[src/rtl/core/ifd_pkg.sv]
package ifd_pkg;

	localparam int TICK_W  = 15;
	localparam int CODE_W  = 32;
	localparam int KIND_W  = 2;
	localparam int COUNT_W = 7;

	localparam int MAX_FRAME_SYMBOLS_DEF = 96;
	localparam int NEC_DATA_BITS         = 32;

	localparam logic [CODE_W-1:0] FNV_BASIS = 32'd2166136261;
	localparam logic [CODE_W-1:0] FNV_PRIME = 32'd16777619;

	// Result kinds.
	localparam logic [KIND_W-1:0] KIND_NEC    = 2'd0;
	localparam logic [KIND_W-1:0] KIND_REPEAT = 2'd1;
	localparam logic [KIND_W-1:0] KIND_HASH   = 2'd2;

	// Timing targets and tolerances, microseconds.
	localparam int LEAD_MARK_T  = 9000;
	localparam int LEAD_MARK_W  = 2200;
	localparam int RPT_SPACE_T  = 2250;
	localparam int RPT_SPACE_W  = 700;
	localparam int DATA_SPACE_T = 4500;
	localparam int DATA_SPACE_W = 1200;
	localparam int BIT_T        = 560;
	localparam int BIT_W        = 320;
	localparam int ONE_SPACE_T  = 1690;
	localparam int ONE_SPACE_W  = 500;

	// Reciprocal of five, exact for every 16-bit dividend.
	localparam logic [16:0] RECIP5 = 17'd52429;
	localparam int RECIP5_SH = 18;

	// Comparison outcome folded into the hash.
	localparam logic [1:0] CMP_SHORTER = 2'd0;
	localparam logic [1:0] CMP_SIMILAR = 2'd1;
	localparam logic [1:0] CMP_LONGER  = 2'd2;

	typedef struct packed {
		logic cmp;   // compare the operand pair and latch the outcome
		logic fold;  // fold the latched outcome into the hash
		logic clear; // return the hash to its basis
	} ifd_hash_ctrl_t;

	// True when v lies inside [t - w, t + w].
	function automatic logic near(input logic [TICK_W-1:0] v, input int t, input int w);
		logic [TICK_W:0] lo;
		logic [TICK_W:0] hi;
		lo = (TICK_W+1)'(t - w);
		hi = (TICK_W+1)'(t + w);
		return ({1'b0, v} >= lo) && ({1'b0, v} <= hi);
	endfunction

	// Integer division by five through a reciprocal multiply.
	function automatic logic [TICK_W-3:0] div5(input logic [TICK_W-1:0] v);
		logic [TICK_W+16:0] p;
		p = {17'b0, v} * {{TICK_W{1'b0}}, RECIP5};
		return p[RECIP5_SH +: TICK_W-2];
	endfunction

endpackage

[src/rtl/core/ifd_sym_if.sv]
interface ifd_sym_if;
	import ifd_pkg::*;

	logic              valid;
	logic              ready;
	logic [TICK_W-1:0] mark_ticks;
	logic [TICK_W-1:0] space_ticks;
	logic              frame_end;

	modport source (output valid, output mark_ticks, output space_ticks, output frame_end,
		input ready);
	modport sink (input valid, input mark_ticks, input space_ticks, input frame_end,
		output ready);
endinterface

[src/rtl/core/ifd_res_if.sv]
interface ifd_res_if;
	import ifd_pkg::*;

	logic              valid;
	logic              ready;
	logic [CODE_W-1:0] code;
	logic [KIND_W-1:0] kind;

	modport source (output valid, output code, output kind, input ready);
	modport sink (input valid, input code, input kind, output ready);
endinterface

[src/rtl/core/ir_frame_decoder.sv]
// Infrared frame decoder. Each input beat carries one mark/space pair in
// microsecond ticks, with frame_end set on the last pair of a frame. The first
// pair must be an NEC leader; a short leader space marks a repeat frame, and
// otherwise the next 32 pairs carry the code, most significant bit first, told
// apart by the length of the space. Every duration is also compared with the
// same level of the next pair and folded into a 32-bit FNV-1 hash. At frame end
// one result beat may follow: an NEC code (kind 0), a repeat (kind 1, code 0),
// or the hash (kind 2, a zero hash sent as 1) when the frame is not valid NEC
// and holds at least six pairs; frames shorter than two pairs give nothing.
// Pairs beyond MAX_FRAME_SYMBOLS are dropped, but their frame_end still ends
// the frame. The leader pair and dropped pairs are handled in the idle state;
// every other pair then passes compare-mark, fold-mark, compare-space and
// fold-space, as a single compare-and-multiply hash unit works through the mark
// and then the space, each a compare step and then a multiply step. A finish
// state settles the result; the last pair waits there while an earlier result is still not taken.
module ir_frame_decoder #(
	parameter int MAX_FRAME_SYMBOLS = ifd_pkg::MAX_FRAME_SYMBOLS_DEF
) (
	input  logic clk,
	input  logic arst_n,
	ifd_sym_if.sink   sym,
	ifd_res_if.source res
);
	import ifd_pkg::*;

	typedef enum logic [2:0] {
		S_IDLE,
		S_CMP_MARK,
		S_FOLD_MARK,
		S_CMP_SPACE,
		S_FOLD_SPACE,
		S_FINISH
	} state_t;

	localparam logic [COUNT_W-1:0] COUNT_LIMIT = COUNT_W'(MAX_FRAME_SYMBOLS);
	localparam logic [COUNT_W-1:0] DATA_LAST   = COUNT_W'(NEC_DATA_BITS);
	localparam logic [COUNT_W-1:0] NEC_MIN     = COUNT_W'(NEC_DATA_BITS + 1);

	state_t              state_q;
	logic [COUNT_W-1:0]  count_q;
	logic                nec_ok_q;
	logic                repeat_q;
	logic [CODE_W-1:0]   shift_q;
	logic [TICK_W-1:0]   prev_mark_q;
	logic [TICK_W-1:0]   prev_space_q;
	logic [TICK_W-1:0]   old_mark_q;
	logic [TICK_W-1:0]   old_space_q;
	logic                last_q;
	logic                out_valid_q;
	logic [CODE_W-1:0]   out_code_q;
	logic [KIND_W-1:0]   out_kind_q;

	ifd_hash_ctrl_t      hash_ctrl;
	logic [TICK_W-1:0]   dur_a;
	logic [TICK_W-1:0]   dur_b;
	logic [CODE_W-1:0]   hash;

	logic                accept;
	logic                lead_mark;
	logic                lead_rpt;
	logic                lead_data;
	logic                bit_mark;
	logic                bit_zero;
	logic                bit_one;
	logic                finish_go;
	logic                hit;
	logic [CODE_W-1:0]   hit_code;
	logic [KIND_W-1:0]   hit_kind;

	assign sym.ready = (state_q == S_IDLE);
	assign accept    = sym.valid && sym.ready;

	// Timing windows of the current pair.
	assign lead_mark = near(sym.mark_ticks, LEAD_MARK_T, LEAD_MARK_W);
	assign lead_rpt  = near(sym.space_ticks, RPT_SPACE_T, RPT_SPACE_W);
	assign lead_data = near(sym.space_ticks, DATA_SPACE_T, DATA_SPACE_W);
	assign bit_mark  = near(sym.mark_ticks, BIT_T, BIT_W);
	assign bit_zero  = near(sym.space_ticks, BIT_T, BIT_W);
	assign bit_one   = near(sym.space_ticks, ONE_SPACE_T, ONE_SPACE_W);

	// The hash unit sees the marks first, then the spaces, of the two latest pairs.
	always_comb begin
		if (state_q == S_CMP_SPACE) begin
			dur_a = old_space_q;
			dur_b = prev_space_q;
		end else begin
			dur_a = old_mark_q;
			dur_b = prev_mark_q;
		end
	end

	// The frame may be retired once the output register is free or being emptied.
	assign finish_go = (state_q == S_FINISH) && (!out_valid_q || res.ready);

	assign hash_ctrl.cmp   = (state_q == S_CMP_MARK) || (state_q == S_CMP_SPACE);
	assign hash_ctrl.fold  = (state_q == S_FOLD_MARK) || (state_q == S_FOLD_SPACE);
	assign hash_ctrl.clear = finish_go;

	ifd_hash_unit u_hash (
		.clk    (clk),
		.arst_n (arst_n),
		.ctrl   (hash_ctrl),
		.dur_a  (dur_a),
		.dur_b  (dur_b),
		.hash   (hash)
	);

	// Frame verdict, in order of precedence.
	always_comb begin
		hit      = 1'b0;
		hit_code = '0;
		hit_kind = KIND_NEC;
		priority if (repeat_q && count_q >= COUNT_W'(2) && count_q <= COUNT_W'(4)) begin
			hit      = 1'b1;
			hit_kind = KIND_REPEAT;
		end else if (nec_ok_q && count_q >= NEC_MIN) begin
			hit      = 1'b1;
			hit_code = shift_q;
			hit_kind = KIND_NEC;
		end else if (count_q >= COUNT_W'(6)) begin
			hit      = 1'b1;
			hit_code = (hash == '0) ? CODE_W'(1) : hash;
			hit_kind = KIND_HASH;
		end else begin
			hit = 1'b0;
		end
	end

	always_ff @(posedge clk or negedge arst_n) begin
		if (!arst_n) begin
			state_q      <= S_IDLE;
			count_q      <= '0;
			nec_ok_q     <= 1'b1;
			repeat_q     <= 1'b0;
			shift_q      <= '0;
			prev_mark_q  <= '0;
			prev_space_q <= '0;
			old_mark_q   <= '0;
			old_space_q  <= '0;
			last_q       <= 1'b0;
			out_valid_q  <= 1'b0;
			out_code_q   <= '0;
			out_kind_q   <= KIND_NEC;
		end else begin
			// A retiring frame reloads the output register in the same cycle.
			if (res.valid && res.ready && !finish_go) begin
				out_valid_q <= 1'b0;
			end
			unique case (state_q)
				S_IDLE: begin
					if (accept) begin
						last_q <= sym.frame_end;
						if (count_q < COUNT_LIMIT) begin
							count_q      <= count_q + COUNT_W'(1);
							old_mark_q   <= prev_mark_q;
							old_space_q  <= prev_space_q;
							prev_mark_q  <= sym.mark_ticks;
							prev_space_q <= sym.space_ticks;
							if (count_q == '0) begin
								repeat_q <= lead_mark && lead_rpt;
								nec_ok_q <= lead_mark && lead_data;
								state_q  <= sym.frame_end ? S_FINISH : S_IDLE;
							end else begin
								if (count_q <= DATA_LAST) begin
									nec_ok_q <= nec_ok_q && bit_mark && (bit_zero || bit_one);
									shift_q  <= {shift_q[CODE_W-2:0], !bit_zero && bit_one};
								end
								state_q <= S_CMP_MARK;
							end
						end else begin
							state_q <= sym.frame_end ? S_FINISH : S_IDLE;
						end
					end
				end
				S_CMP_MARK:  state_q <= S_FOLD_MARK;
				S_FOLD_MARK: state_q <= S_CMP_SPACE;
				S_CMP_SPACE: state_q <= S_FOLD_SPACE;
				S_FOLD_SPACE: begin
					state_q <= last_q ? S_FINISH : S_IDLE;
				end
				S_FINISH: begin
					if (finish_go) begin
						out_valid_q  <= hit;
						out_code_q   <= hit_code;
						out_kind_q   <= hit_kind;
						count_q      <= '0;
						nec_ok_q     <= 1'b1;
						repeat_q     <= 1'b0;
						shift_q      <= '0;
						prev_mark_q  <= '0;
						prev_space_q <= '0;
						state_q      <= S_IDLE;
					end
				end
				default: state_q <= S_IDLE;
			endcase
		end
	end

	assign res.valid = out_valid_q;
	assign res.code  = out_code_q;
	assign res.kind  = out_kind_q;

	// The pair count never passes the frame limit.
	a_count_limit: assert property (@(posedge clk) disable iff (!arst_n)
		count_q <= COUNT_LIMIT)
		else $error("pair count exceeds the frame limit");

	// A hash result is never zero.
	a_hash_nonzero: assert property (@(posedge clk) disable iff (!arst_n)
		(res.valid && res.kind == KIND_HASH) |-> (res.code != '0))
		else $error("hash result of zero");

	// A repeat carries a zero code.
	a_repeat_code: assert property (@(posedge clk) disable iff (!arst_n)
		(res.valid && res.kind == KIND_REPEAT) |-> (res.code == '0))
		else $error("repeat result with a nonzero code");

	// Once a frame is retired the next cycle starts a fresh frame.
	a_frame_cleared: assert property (@(posedge clk) disable iff (!arst_n)
		finish_go |=> (count_q == '0 && state_q == S_IDLE))
		else $error("frame state not cleared after frame end");
endmodule

[src/rtl/core/ifd_hash_unit.sv]
module ifd_hash_unit (
	input  logic                          clk,
	input  logic                          arst_n,
	input  ifd_pkg::ifd_hash_ctrl_t       ctrl,
	input  logic [ifd_pkg::TICK_W-1:0]    dur_a,
	input  logic [ifd_pkg::TICK_W-1:0]    dur_b,
	output logic [ifd_pkg::CODE_W-1:0]    hash
);
	import ifd_pkg::*;

	logic [TICK_W:0]   a_scaled;
	logic [TICK_W:0]   b_scaled;
	logic [1:0]        cmp_d;
	logic [1:0]        cmp_q;
	logic [CODE_W-1:0] hash_q;
	logic [CODE_W-1:0] prod;

	// A duration counts as longer when it exceeds the other by more than a fifth.
	assign a_scaled = {1'b0, dur_a} + {3'b0, div5(dur_a)};
	assign b_scaled = {1'b0, dur_b} + {3'b0, div5(dur_b)};

	always_comb begin
		priority if (a_scaled < {1'b0, dur_b}) begin
			cmp_d = CMP_LONGER;
		end else if (b_scaled < {1'b0, dur_a}) begin
			cmp_d = CMP_SHORTER;
		end else begin
			cmp_d = CMP_SIMILAR;
		end
	end

	assign prod = hash_q * FNV_PRIME;

	always_ff @(posedge clk or negedge arst_n) begin
		if (!arst_n) begin
			cmp_q  <= CMP_SIMILAR;
			hash_q <= FNV_BASIS;
		end else begin
			if (ctrl.cmp) begin
				cmp_q <= cmp_d;
			end
			if (ctrl.clear) begin
				hash_q <= FNV_BASIS;
			end else if (ctrl.fold) begin
				hash_q <= prod ^ {30'b0, cmp_q};
			end
		end
	end

	assign hash = hash_q;
endmodule

[src/flat_wrapper.sv]
// flat-port wrapper written by rule: the top's interface ports become plain ports
module ir_frame_decoder_flat import ifd_pkg::*;
#(
	parameter int MAX_FRAME_SYMBOLS = ifd_pkg::MAX_FRAME_SYMBOLS_DEF
)
  (clk, arst_n, sym_valid, sym_mark_ticks, sym_space_ticks, sym_frame_end, sym_ready, res_valid, res_code, res_kind, res_ready);
  ifd_sym_if sym_i ();
  ifd_res_if res_i ();
  input  logic clk;
  input  logic arst_n;
  input wire logic [$bits(sym_i.valid)-1:0] sym_valid;
  input wire logic [$bits(sym_i.mark_ticks)-1:0] sym_mark_ticks;
  input wire logic [$bits(sym_i.space_ticks)-1:0] sym_space_ticks;
  input wire logic [$bits(sym_i.frame_end)-1:0] sym_frame_end;
  output wire logic [$bits(sym_i.ready)-1:0] sym_ready;
  output wire logic [$bits(res_i.valid)-1:0] res_valid;
  output wire logic [$bits(res_i.code)-1:0] res_code;
  output wire logic [$bits(res_i.kind)-1:0] res_kind;
  input wire logic [$bits(res_i.ready)-1:0] res_ready;
  assign sym_i.valid = sym_valid;
  assign sym_i.mark_ticks = sym_mark_ticks;
  assign sym_i.space_ticks = sym_space_ticks;
  assign sym_i.frame_end = sym_frame_end;
  assign sym_ready = sym_i.ready;
  assign res_valid = res_i.valid;
  assign res_code = res_i.code;
  assign res_kind = res_i.kind;
  assign res_i.ready = res_ready;
  ir_frame_decoder #(.MAX_FRAME_SYMBOLS(MAX_FRAME_SYMBOLS)) u_core (.clk(clk), .arst_n(arst_n), .sym(sym_i), .res(res_i));
endmodule
[config.mk]
export PLATFORM = sky130hd
export DESIGN_NAME = ir_frame_decoder_flat
export DESIGN_NICKNAME = d
export VERILOG_FILES = /design/src/rtl/core/ifd_pkg.sv /design/src/rtl/core/ifd_sym_if.sv /design/src/rtl/core/ifd_res_if.sv /design/src/rtl/core/ir_frame_decoder.sv /design/src/rtl/core/ifd_hash_unit.sv /design/src/flat_wrapper.sv
export SDC_FILE = /design/constraint.sdc
export NUM_CORES = 1
export LEC_CHECK = 0
export BUFFER_PORTS_ARGS = -buffer_cell sky130_fd_sc_hd__buf_4
export CELL_PAD_IN_SITES_DETAIL_PLACEMENT = 2
export CELL_PAD_IN_SITES_GLOBAL_PLACEMENT = 2
export CORE_MARGIN = 1
export CORE_UTILIZATION = 30
export CTS_BUF_LIST = sky130_fd_sc_hd__clkbuf_16
export DETAILED_ROUTE_END_ITERATION = 8
export HOLD_SLACK_MARGIN = 0.02
export PLACE_DENSITY = 0.65
export SYNTH_ARGS = -nofsm -noshare
export SYNTH_HDL_FRONTEND = slang
export SYNTH_SLANG_ARGS = --single-unit
[constraint.sdc]
create_clock -name clk -period 23.3 [get_ports clk]
set_input_delay 4.66 -clock clk [delete_from_list [all_inputs] [get_ports clk]]
set_output_delay 4.66 -clock clk [all_outputs]
set_load 0.005 [all_outputs]
After elaboration in Yosys (flattened, before gate mapping)
Index checks and enable logic that the tools add are counted.
- input bits: 35
- output and inout bits: 36
- logic and storage cells: 146
- register bits after elaboration: 174
- eq/ne operators: 12
- bitwise logic cells: 1
- multipliers: 3
- multiplexer cells: 54
- order comparisons: 20
- reduce and logical (&&, ||, !) cells: 38
- add/subtract/negate cells: 3
- operators with widths (cell ; count):
    32-bit two-way mux ; 11
    15-bit two-way mux ; 7
    32-bit case mux with 2 select lines ; 1
    15-bit by 16-bit multiplier with 31-bit output, second input constant ; 2
    15-bit case mux with 2 select lines ; 2
    15-bit by 13-bit adder with 16-bit output ; 2
    32-bit zero test ; 1
    16-bit by 15-bit less-than comparator with 1-bit output ; 2
    32-bit by 25-bit multiplier with 32-bit output, second input constant ; 1
    32-bit by 2-bit XOR with 32-bit output ; 1
    15-bit by 11-bit >= comparator with 1-bit output, second input constant ; 2
    15-bit by 8-bit >= comparator with 1-bit output, second input constant ; 2
    15-bit by 10-bit <= comparator with 1-bit output, second input constant ; 2
    15-bit by 12-bit <= comparator with 1-bit output, second input constant ; 2
    7-bit two-way mux ; 3
    1-bit logical AND ; 18
    3-bit two-way mux ; 6
    3-bit case mux with 6 select lines ; 1
    1-bit two-way mux ; 16
    15-bit by 12-bit >= comparator with 1-bit output, second input constant ; 1
    15-bit by 13-bit >= comparator with 1-bit output, second input constant ; 1
    15-bit by 13-bit <= comparator with 1-bit output, second input constant ; 1
    15-bit by 14-bit <= comparator with 1-bit output, second input constant ; 1
    7-bit case mux with 2 select lines ; 1
    other kinds (25) ; 44

Logic depth before layout (Yosys ltp)
- depth after elaboration: 9
- mapped depth: 48
- mapped depth without buffers: 43

Hierarchy
Synthesis repeated with hierarchy kept, for this count alone.
- cell total of the unflattened synthesis: 2436
- area, all modules: 22504.1 um2
- by module, submodules not included (module ; cells each ; seq. area each (um2) ; area each (um2) ; times used):
    ifd_hash_unit ; 1719 ; 869.6 ; 15806.4 ; 1
    ir_frame_decoder ; 717 ; 3504.6 ; 6697.7 ; 1

Worst setup path after synthesis
No wires, ideal clock.
- path type: reg-to-reg
- from: register u_core.state_q[1]
- to: register u_core.u_hash.cmp_q[1]
- setup time: 0.065 ns
- cell stages (with the launch flop): 47
- setup slack: 12.988 ns
- buffers on the path: 5
- clock period less this slack: 10.312 ns
- data required time: 23.235 ns
- arrival time: 10.247 ns
- cells stage by stage: dfrtp_1 > clkbuf_2 > nand3b_4 > buf_2 > buf_1 > clkbuf_1 > clkbuf_1 > mux2i_1 > inv_1 > ha_1 > ha_1 > or2_2 > ha_1 > ha_1 > fa_1 > inv_1 > fa_1 > inv_1 > [11 not listed] > nor2_1 > ha_1 > a21o_1 > a21oi_1 > o21bai_1 > a21oi_1 > o21ai_0 > a211o_1 > a221o_1 > a31oi_1 > nor2_1 > xnor2_1 > ha_1 > and2_1 > and4_1 > a2111oi_0 > o311a_1 > a22o_1
- word-level cells in the longest chain between the ends: 6
- elaborated cells on any way between the ends: 9
- classes of those cells: add/sub (1); mul (1); order compare (1); eq/ne (2); mux (3); reduce/logical (1)
- RTL lines (element ; line ; text):
    start: declaration ; ir_frame_decoder.sv:39 ; state_t state_q;
    start signal: assignment ; ir_frame_decoder.sv:162 ; state_q <= sym.frame_end ? S_FINISH : S_IDLE;
    start signal: assignment ; ir_frame_decoder.sv:171 ; state_q <= sym.frame_end ? S_FINISH : S_IDLE;
    start signal: assignment ; ir_frame_decoder.sv:179 ; state_q <= last_q ? S_FINISH : S_IDLE;
    3-bit by 2-bit == test with 1-bit output ; ir_frame_decoder.sv:83, ir_frame_decoder.sv:95 ;
    15-bit two-way mux ; ir_frame_decoder.sv:83 ; if (state_q == S_CMP_SPACE) begin
    15-bit by 16-bit multiplier with 31-bit output ; ifd_pkg.sv:58 ; p = {17'b0, v} * {{TICK_W{1'b0}}, RECIP5};
    15-bit by 13-bit adder with 16-bit output ; ifd_hash_unit.sv:19 ; assign a_scaled = {1'b0, dur_a} + {3'b0, div5(dur_a)};
    16-bit by 15-bit less-than comparator with 1-bit output ; ifd_hash_unit.sv:23 ; priority if (a_scaled < {1'b0, dur_b}) begin
    2-bit two-way mux ; ifd_hash_unit.sv:23 ;
    end signal: assignment ; ifd_hash_unit.sv:40 ; cmp_q <= cmp_d;
    end: declaration ; ifd_hash_unit.sv:14 ; logic [1:0] cmp_q;
Several ways; a longest one is shown, not always the timed one.
A chain may end at the register's enable or synchronous reset.

Worst setup path in the final report
- from: register u_core.state_q[0]
- to: register u_core.u_hash.cmp_q[1]
The elaborated chain is that of the path after synthesis.

==> run metrics <==
Clock Latency Late Sink=450 ps; fin. max-slew vios=0; clock sinks=174; Synth Flop Type=dfrtp_1; register bit count reported by yosys=174; syn_nets=3150; largest net degree at the start of global routing=68; Max stage delay on crit path=1040 ps; n_diodes=0; Iteration-0 DRC Markers=673; Final nets=3205; hold path depth=2; crit path max fanout=39; DRC=0; DP Wirelength=61600 µm; register area share after synthesis=0.1930; worst hold start=u_core.old_mark_q[10]$_DFFE_PN0P_; netlist area before placement=22660 µm²; post-CTS setup buffer count=0; Resize count post-CTS=0; Die ar.=76650 µm²; Reg-to-Reg End=u_core.u_hash.cmp_q[1]$_DFFE_PN0P_; core area=74570 µm²; worst endpoint required time=23690 ps; R2R cell count=39; vias in the first global route=20255; Area growth syn-to-layout=10.00%; Synth top area share=0.2545; total congestion overflow=0; Reg2Reg Launch Point=u_core.state_q[0]$_DFFE_PN0P_; slew at the pin closest to its max-slew limit=1121 ps; Final setup viols=0; post-synth cell types=91; crit path capture type=register; dominant cell type by area after synthesis=ha_1; cell mode on critical path=fa_1; Clock Skew=13.82 ps; Mapped Cells=2460; RSZ-0062 raised after global routing=false; IO Pins=71; proportion of layout cells with a drive suffix above 1=0.07202; Hold Path Class=register to register; CTS tree=yes; GP Congestion=0.8833; CP Data Arrival Time=12250 ps; Worst-path clk slew=70 ps; setup TNS=0 ps; H-tree Lvls=4; status=complete, no violations; number of port buffers=70; highest clock rate=0.08429 GHz; Worst Setup Start Kind=register; Routed WL per cell=21.02 µm; Slew headroom=0.2490; clock buffer count from CTS=17; drt pass-1 iters=6; Root Buffer=clkbuf_16; fin crit period=11860 ps; top cells by area, synth=ha_1, dfrtp_1, fa_1; Yosys warnings=0; slowest cell on the critical path=mux2i_1; Max Cap Viol=0; synthesized area per cell=9.213 µm²; post-route ant nets=0; R2R Setup Slk=11440 ps; vias=17562; WHS Endpoint=u_core.old_mark_q[10]$_DFFE_PN0P_; FFs w/ async S/R, synth=1.000; first-pass GRT wire length=117800 µm; GR Util All Layers=0.1972; Hold Fails Final Rpt=0; Final period util=0.5092; via/cell ratio=5.023; Initial Utilization=0.3039; Post-CTS Hold Buffers=0; kind of critical path=register to register; Routed WL=73490 µm; num rows=100; Clock Tree Buf Depth=2; Die X=276.9 µm; die height=276.9 µm; Fill cells=8270; number of synthesized flops with an enable pin=0; initial antenna violation count=0
-- cell usage after synthesis, types with 15 or more instances --
| master | instances |
|---|---|
| xor2_1 | 28 |
| nand2_1 | 231 |
| o21ai_0 | 57 |
| mux2_2 | 17 |
| a222oi_1 | 28 |
| mux2i_1 | 27 |
| a21oi_1 | 71 |
| inv_1 | 567 |
| fa_1 | 194 |
| a22o_1 | 33 |
| nand3_1 | 57 |
| xnor2_1 | 65 |
| nor2_1 | 89 |
| nand2b_1 | 15 |
| ha_1 | 461 |
| clkbuf_1 | 45 |
| dfrtp_1 | 158 |
| a31oi_1 | 17 |
| o21a_1 | 24 |
| dfstp_2 | 16 |
| a21o_1 | 16 |
| nor3_1 | 20 |
-- cell usage in the layout, fill, tap and decap left out, types with 14 or more instances in the layout --
cell	netlist	layout
nand2b_1	15	15
and2_1	14	14
a31oi_1	17	17
nand4_1	14	14
nand3_1	57	56
o21a_1	24	24
mux2_2	17	17
a21oi_1	71	69
mux2i_1	27	27
xor2_1	28	28
xnor2_1	65	65
dfstp_2	16	16
ha_1	461	461
dfrtp_1	158	158
nor3_1	20	20
nand2_1	231	231
nor2_1	89	86
buf_4	0	86
a222oi_1	28	28
a22o_1	33	33
o21ai_0	57	57
clkbuf_16	0	17
inv_1	567	568
a21o_1	16	16
fa_1	194	194
-- worst max-delay path, delay by kind of cell (launching register included) --
family / cells / cell delay [ps]
muxes: 1 / 1040
and+or+nand+nor: 9 / 1850
adders and majority gates: 9 / 3840
xor gates and xnor gates: 1 / 170
buffers and inverters: 5 / 870
DFF: 1 / 640
AOI/OAI and AO/OA: 14 / 3330
-- state kept, by name (all words and copies together), names as in the netlist, 3 cells and up --
name,cells
u_core.count_q,7
u_core.old_mark_q,15
u_core.old_space_q,15
u_core.prev_mark_q,15
u_core.prev_space_q,15
u_core.res.code,32
u_core.shift_q,32
u_core.state_q,3
u_core.u_hash.hash,32
-- layout make-up --
type                            instances  area, µm²  share of cell area
Multi-Input combinational cell       1667      15980              0.6412
Sequential cell                       174       4374              0.1755
Inverter                              568       2132             0.08552
Tap cell                              969       1212             0.04863
Timing Repair Buffer                   87      659.4             0.02645
Clock buffer                           17      425.4             0.01706
Clock inverter                         14      142.6            0.005721
-- through the flow --
step	hold WS (ps)	cell area, µm²	util	worst slack (ps)	std cells
finish	479.7	24930	0.3343	11440	3496
global route	497.2	24930	0.3343	10690	3496
floorplan	440.2	22660	-	12990	2460
global placement	456.8	24360	0.3267	11970	3465
detailed placement	467.3	24360	0.3267	11510	3465
CTS	485.9	24930	0.3343	11440	3496
-- logic make-up (layout without fill, tap and decap cells) --
kind of cell	after synthesis	in the layout	synth area share
xor gates and xnor gates	94	94	0.03694
buffers and inverters	619	686	0.1030
AOI/OAI and AO/OA	364	364	0.1160
adders and majority gates	657	657	0.4268
and+or+nand+nor	508	508	0.1038
DFF	174	174	0.1930
muxes	44	44	0.02037
-- per-layer routing --
| metal | part of all wire | wire length [µm] | up-vias | GRT usage |
|---|---|---|---|---|
| li1 | - | - | 8238 | - |
| met1 | 0.46 | 33700 | 9042 | 0.2548 |
| met2 | 0.50 | 36770 | 209 | 0.3516 |
| met3 | 0.018 | 1307 | 73 | 0.01468 |
| met4 | 0.023 | 1710 | 0 | 0.05456 |
| met5 | 0 | 0 | - | 0 |
-- how the worst max path moves through the flow --
stage	start	cells after the start	slack (ps)	endpoint
2_1_floorplan	u_core.state_q[1]$_DFFE_PN0P_	46	12990	u_core.u_hash.cmp_q[1]$_DFFE_PN0P_
3_3_place_gp	u_core.state_q[0]$_DFFE_PN0P_	38	11970	u_core.u_hash.cmp_q[1]$_DFFE_PN0P_
3_5_place_dp	u_core.state_q[0]$_DFFE_PN0P_	39	11510	u_core.u_hash.cmp_q[1]$_DFFE_PN0P_
4_1_cts	u_core.state_q[0]$_DFFE_PN0P_	39	11440	u_core.u_hash.cmp_q[1]$_DFFE_PN0P_
5_1_grt	u_core.state_q[0]$_DFFE_PN0P_	39	10690	u_core.u_hash.cmp_q[1]$_DFFE_PN0P_
6_report	u_core.state_q[0]$_DFFE_PN0P_	39	11440	u_core.u_hash.cmp_q[1]$_DFFE_PN0P_
Power is not shown: default switching activity piles up to over one toggle a cycle in this logic, so the estimate is an artifact.
